<file path="src/design/tabular_q_learning_agent_core_defines.svh">
// assertion helpers for the q-learning agent core
`ifndef TABULAR_Q_LEARNING_AGENT_CORE_DEFINES_SVH
`define TABULAR_Q_LEARNING_AGENT_CORE_DEFINES_SVH

// clocked property, held off while reset is asserted
`define TQLA_ASSERT(label, prop, msg) \
  label: assert property (@(posedge clk_i) disable iff (!rst_ni) prop) \
    else $error(msg);

// same-cycle implication
`define TQLA_ASSERT_IMP(label, ante, cons, msg) \
  `TQLA_ASSERT(label, (ante) |-> (cons), msg)

`endif

</file>
<file path="src/design/tqla_pkg.sv">
`timescale 1ns / 1ps
package tqla_pkg;

  // value format and arithmetic widths
  localparam int Q_W     = 32;
  localparam int FRAC_W  = 16;
  localparam int MUL_A_W = 16;
  localparam int DIFF_W  = 34;
  localparam int PROD_W  = MUL_A_W + 1 + DIFF_W;

  // configuration port
  localparam int CFG_IDX_W  = 2;
  localparam int CFG_DATA_W = 16;

  localparam logic [CFG_IDX_W-1:0] CFG_LEARN_RATE = 2'd0;
  localparam logic [CFG_IDX_W-1:0] CFG_DISCOUNT   = 2'd1;
  localparam logic [CFG_IDX_W-1:0] CFG_EXPLORE    = 2'd2;

  localparam logic [15:0] LEARN_RATE_RST  = 16'd6554;
  localparam logic [15:0] DISCOUNT_RST    = 16'd58982;
  localparam logic [6:0]  EXPLORE_PCT_RST = 7'd20;

  typedef enum logic [2:0] {
    S_CLEAR,
    S_IDLE,
    S_RD,
    S_RD_OLD,
    S_MUL1,
    S_MUL2,
    S_WR,
    S_DONE
  } tqla_state_e;

endpackage

</file>
<file path="src/design/tqla_mul.sv">
`timescale 1ns / 1ps
module tqla_mul import tqla_pkg::*; (
  input  logic                     clk_i,
  input  logic                     en_i,
  input  logic [MUL_A_W-1:0]       a_i,
  input  logic signed [DIFF_W-1:0] b_i,
  output logic signed [PROD_W-1:0] prod_o
);

  logic signed [PROD_W-1:0] prod_q;

  // unsigned fraction times signed operand, product registered
  always_ff @(posedge clk_i) begin
    if (en_i) begin
      prod_q <= $signed({1'b0, a_i}) * b_i;
    end
  end

  assign prod_o = prod_q;

endmodule

</file>
<file path="config.mk">
export PLATFORM = sky130hd
export DESIGN_NAME = tqla_mul
export DESIGN_NICKNAME = d
export VERILOG_FILES = /design/src/design/tabular_q_learning_agent_core_defines.svh /design/src/design/tqla_pkg.sv /design/src/design/tqla_mul.sv
export SDC_FILE = /design/constraint.sdc
export NUM_CORES = 1
export LEC_CHECK = 0
export ABC_AREA = 1
export BUFFER_PORTS_ARGS = -buffer_cell sky130_fd_sc_hd__buf_2
export CORE_UTILIZATION = 45
export CTS_CLUSTER_DIAMETER = 40
export DETAILED_ROUTE_END_ITERATION = 8
export SYNTH_ARGS = -nofsm -noshare
export SYNTH_HDL_FRONTEND = slang
export SYNTH_SLANG_ARGS = --single-unit
</file>
<file path="constraint.sdc">
create_clock -name clk_i -period 8.2 [get_ports clk_i]
set_input_delay 1.64 -clock clk_i [delete_from_list [all_inputs] [get_ports clk_i]]
set_output_delay 1.64 -clock clk_i [all_outputs]
set_load 0.01 [all_outputs]
</file>
# After elaboration in Yosys (flattened, before gate mapping)
# Cells that the tools add are included.
# Widths: inputs -> output; s select.
# totals
n_memories	0
latchBits	0
wordCells	2
ram_bits	0
ff_bits	51
romBits	0
out_inout_bits	51
# classes
n_addsub	0
bitwise	0
n_div	0
shift	0
muxes	0
multipliers	1
n_eq_ne	0
magnitude_cmp	0
reduce_logical	0
# op_table
op	count
$mul 17x34->51	1

# Depth between registers and ports, before layout
# depth
word_depth	1
depth_mapped	29
mapped_depth_nobuf	27

# Least setup slack after synthesis
# OpenSTA, ideal clock, no wires.
# synth_timing
kind	input to register
startpoint	input b_i[33]
endpoint	register prod_q[47], in the netlist prod_o[47] (data pin)
setup_ps	254
n_path_buf	2
arrival_ps	6813
required_ps	7946
setup_slack_ps	1133
stages	20
cell_sequence	clkbuf_1 -> clkbuf_1 -> nand2_1 -> fa_1 -> inv_1 -> fa_1 -> inv_1 -> fa_1 -> fa_1 -> fa_1 -> fa_1 -> inv_1 -> ha_1 -> nand2_1 -> nor3_1 -> nand2_1 -> nor2_1 -> nand2_1 -> nand4_1 -> nand2_1
# synth_between
elab_chain_len	1
# synth_lines
item	line	rtl
start: declaration	tqla_mul.sv:6	input logic signed [DIFF_W-1:0] b_i,
$mul 17x34->51	tqla_mul.sv:15	prod_q <= $signed({1'b0, a_i}) * b_i;
end signal: assignment	tqla_mul.sv:15	
end: declaration	tqla_mul.sv:10	logic signed [PROD_W-1:0] prod_q;
# No other way between the ends.
# A chain may end at the register's enable or synchronous reset.

# Worst setup path after layout
# layout_timing
startpoint	input a_i[3]
endpoint	register prod_q[45], in the netlist prod_o[45] (data pin)
# layout_between
elab_chain_len	1
# layout_lines
item	line	rtl
start: declaration	tqla_mul.sv:5	input logic [MUL_A_W-1:0] a_i,
$mul 17x34->51	tqla_mul.sv:15	
# No other way between the ends.

==> flow_metrics.py <==
metrics = {
    "outcome": {
        "outcome": "finished clean",
    },
    "clocking": {
        "clock-sinks": 51,
        "htreeDepth": 2,
        "numCtsBuffers": 5,
        "clk_path_buf_depth": 2,
        "hold_buffers": 0,
        "root_buffer": "clkbuf_16",
        "ctsResizeCount": 0,
        "clk_pin_slew_ns": 0.08,
        "cts_tree": "built",
        "postCtsSetupRepairBufs": 0,
    },
    "layout": {
        "fillers": 4988,
        "finalInstanceArea_um2": 23600,
        "regArea_um2": 1530,
        "largest_reg_flops": 51,
        "drive_above_1_share_pct": 6.62,
        "multi_input_area_um2": 16800,
        "area_delta_synth_final_pct": 5.03,
        "fin_nets": 3650,
        "diodes": 0,
        "utilization_pct": 48.1,
    },
    "sta": {
        "setup-tns-final_ns": 0,
        "worst_slew_pin_slew_ns": 1.29,
        "min_period_ns": 7.45,
        "fin_crit_sh_pct": 90.9,
        "drv_slew": 0,
        "fmax_ghz": 0.134,
        "grt_setup_unrepaired": "no",
        "finalSetupViolCount": 0,
        "finalHoldViolations": 0,
        "slew_headroom_pct": 13.9,
    },
    "worst_setup_path": {
        "max_stage_delay_ns": 0.85,
        "critPathArrivalTime_ns": 7.52,
        "crit_top_cell": "fa_1",
        "cp-start-kind": "primary input",
        "critical_path_class": "in -> reg",
        "crit_buf_inv": 6,
        "slowest_stage": "fa_1",
        "crit_path_cell_trace": "buf_2 -> nand2_1 -> fa_1 -> inv_1 -> fa_1 -> fa_1 -> fa_1 -> fa_1 -> inv_1 -> fa_1 -> inv_1 -> ha_1 -> nand2_1 -> inv_1 -> nand2_1 -> inv_1 -> nand2_1 -> nor2_1 -> nand3_1 -> nand4_1 -> nand2_1",
        "cp.required_ns": 8.27,
        "endpoint_kind": "flop",
        "critical-path-top-delay-family": "adder cells",
        "worst-path-max-fanout": 27,
    },
    "global_routing": {
        "grt_max_degree": 52,
        "grt_use_total_pct": 24.8,
        "grt_pass1_vias": 19100,
        "antenna_found_initial": 0,
        "grt_pass1_wl_um": 97500,
        "global_route.overflow_total": 0,
    },
    "placed_design": {
        "finalWeightedCongestion": 0.937,
        "hpwl_um": 50900,
        "portBuffers": 102,
        "post_dp_cell_area_um2": 23500,
    },
    "synth": {
        "synth_ff_type": "edfxtp_1",
        "synth_common_cells": "inv_1 (945), nand2_1 (929), fa_1 (517)",
        "syn_inst": 2966,
        "synth_area_leaders": "fa_1 (46%), inv_1 (16%), nand2_1 (16%), edfxtp_1 (6.8%), ha_1 (6.7%)",
        "syn_avg_cell_area_um2": 7.58,
        "ys_seq_area_share_pct": 6.81,
        "synth_top_area_share_pct": 46.0,
        "synth_area_leader_cell": "fa_1",
        "synth_nets": 3656,
        "yosysWarnings": 0,
        "async_reset_ff_share_pct": 0,
        "syn_area_um2": 22500,
        "synth-edff-count": 51,
        "synth_most_common_cell": "inv_1",
        "ys_ff_latch": 51,
        "yosys.cell_types.count": 29,
    },
    "detailed_routing": {
        "drcViolationCount": 0,
        "wire_per_inst_um": 16.2,
        "drt_iter0_drc": 824,
        "vias": 17200,
        "detail_route.first_pass.iterations": 5,
        "vias_per_cell": 4.75,
        "drt_wl_total_um": 58700,
        "ant_nets": 0,
    },
    "floorplan": {
        "initial_core_util_pct": 45.8,
        "die-width_um": 226,
        "die_h_um": 226,
        "placementRows": 81,
        "ios": 103,
        "core_area_um2": 49200,
        "dieArea_um2": 50900,
    },
    "hold_path": {
        "min_path_type": "in -> reg",
        "worstHoldEndpoint": "prod_o[0]",
        "min_from": "b_i[0]",
        "whs_path_depth": 3,
    },
    "run": {
        "cap_viol_max_count": 0,
    },
}
## logic make-up after synthesis
group / Yosys count / share of synthesized area, %
simple gates: 1110 / 20.0
flops: 51 / 6.81
buf+inv: 1095 / 18.3
compound gates: 43 / 1.06
xor+xnor: 29 / 1.13
fa+ha+maj: 638 / 52.8
## metrics by stage
| step | hold slack (ns) | setup WS (ns) | instances |
|---|---|---|---|
| floorplan | 1.75 | 1.13 | 2966 |
| global placement | 2.05 | 0.523 | 3617 |
| detailed placement | 2.05 | 0.462 | 3617 |
| CTS | 1.89 | 0.773 | 3625 |
| global route | 1.91 | 0.448 | 3625 |
| finish | 1.89 | 0.747 | 3625 |
## worst max-delay path by stage
stage	from	end	slack, ns	cells after the start
4_1_cts	a_i[2]	prod_o[45]	0.77	21
3_5_place_dp	a_i[3]	prod_o[45]	0.46	21
3_3_place_gp	a_i[3]	prod_o[45]	0.52	19
2_1_floorplan	b_i[33]	prod_o[47]	1.13	20
5_1_grt	a_i[3]	prod_o[46]	0.45	21
6_report	a_i[3]	prod_o[45]	0.75	21
## cell type report
cell class,instances,share of cell area [%]
repair buffers,119,2.75
multi-input cells,1820,71.3
flip-flops and latches,51,6.48
inverters,963,15.3
clock inverters,3,0.0848
well taps,664,3.52
clock buffers,5,0.530
## tightest hold or removal path: stages
cell and delay (ns):
buf_2 0.23, nand2_1 0.12, inv_1 0.04
## cells in the final DEF (no fill, tap or decap)
master / n
inv_1: 945
nand2_1: 929
fa_1: 517
ha_1: 121
buf_2: 102
nor2_1: 51
nand3_1: 51
edfxtp_1: 51
a21oi_1: 32
xor2_1: 24
nor2_2: 22
inv_2: 17
nand4_1: 17
nand2_2: 16
buf_4: 16
nor3_2: 9
nor3_1: 5
xnor2_1: 5
clkbuf_16: 5
a21o_1: 4
o21bai_1: 3
nand3_2: 2
nor2_4: 2
clkinv_1: 2
nand3b_1: 2
o21a_1: 2
o21ai_0: 2
and2_2: 1
and2_1: 1
nand3b_4: 1
and3_1: 1
clkinvlp_4: 1
clkinv_4: 1
buf_12: 1
## layer usage
metal	global-route usage, %	routed length (um)
met5	0	0
met2	47.1	30900
met3	1.81	1880
met4	6.74	1710
met1	29.9	24300
Power is left out: the tool's default activity adds up to more than one toggle a clock period on the data nets, which glitch-free logic cannot reach.
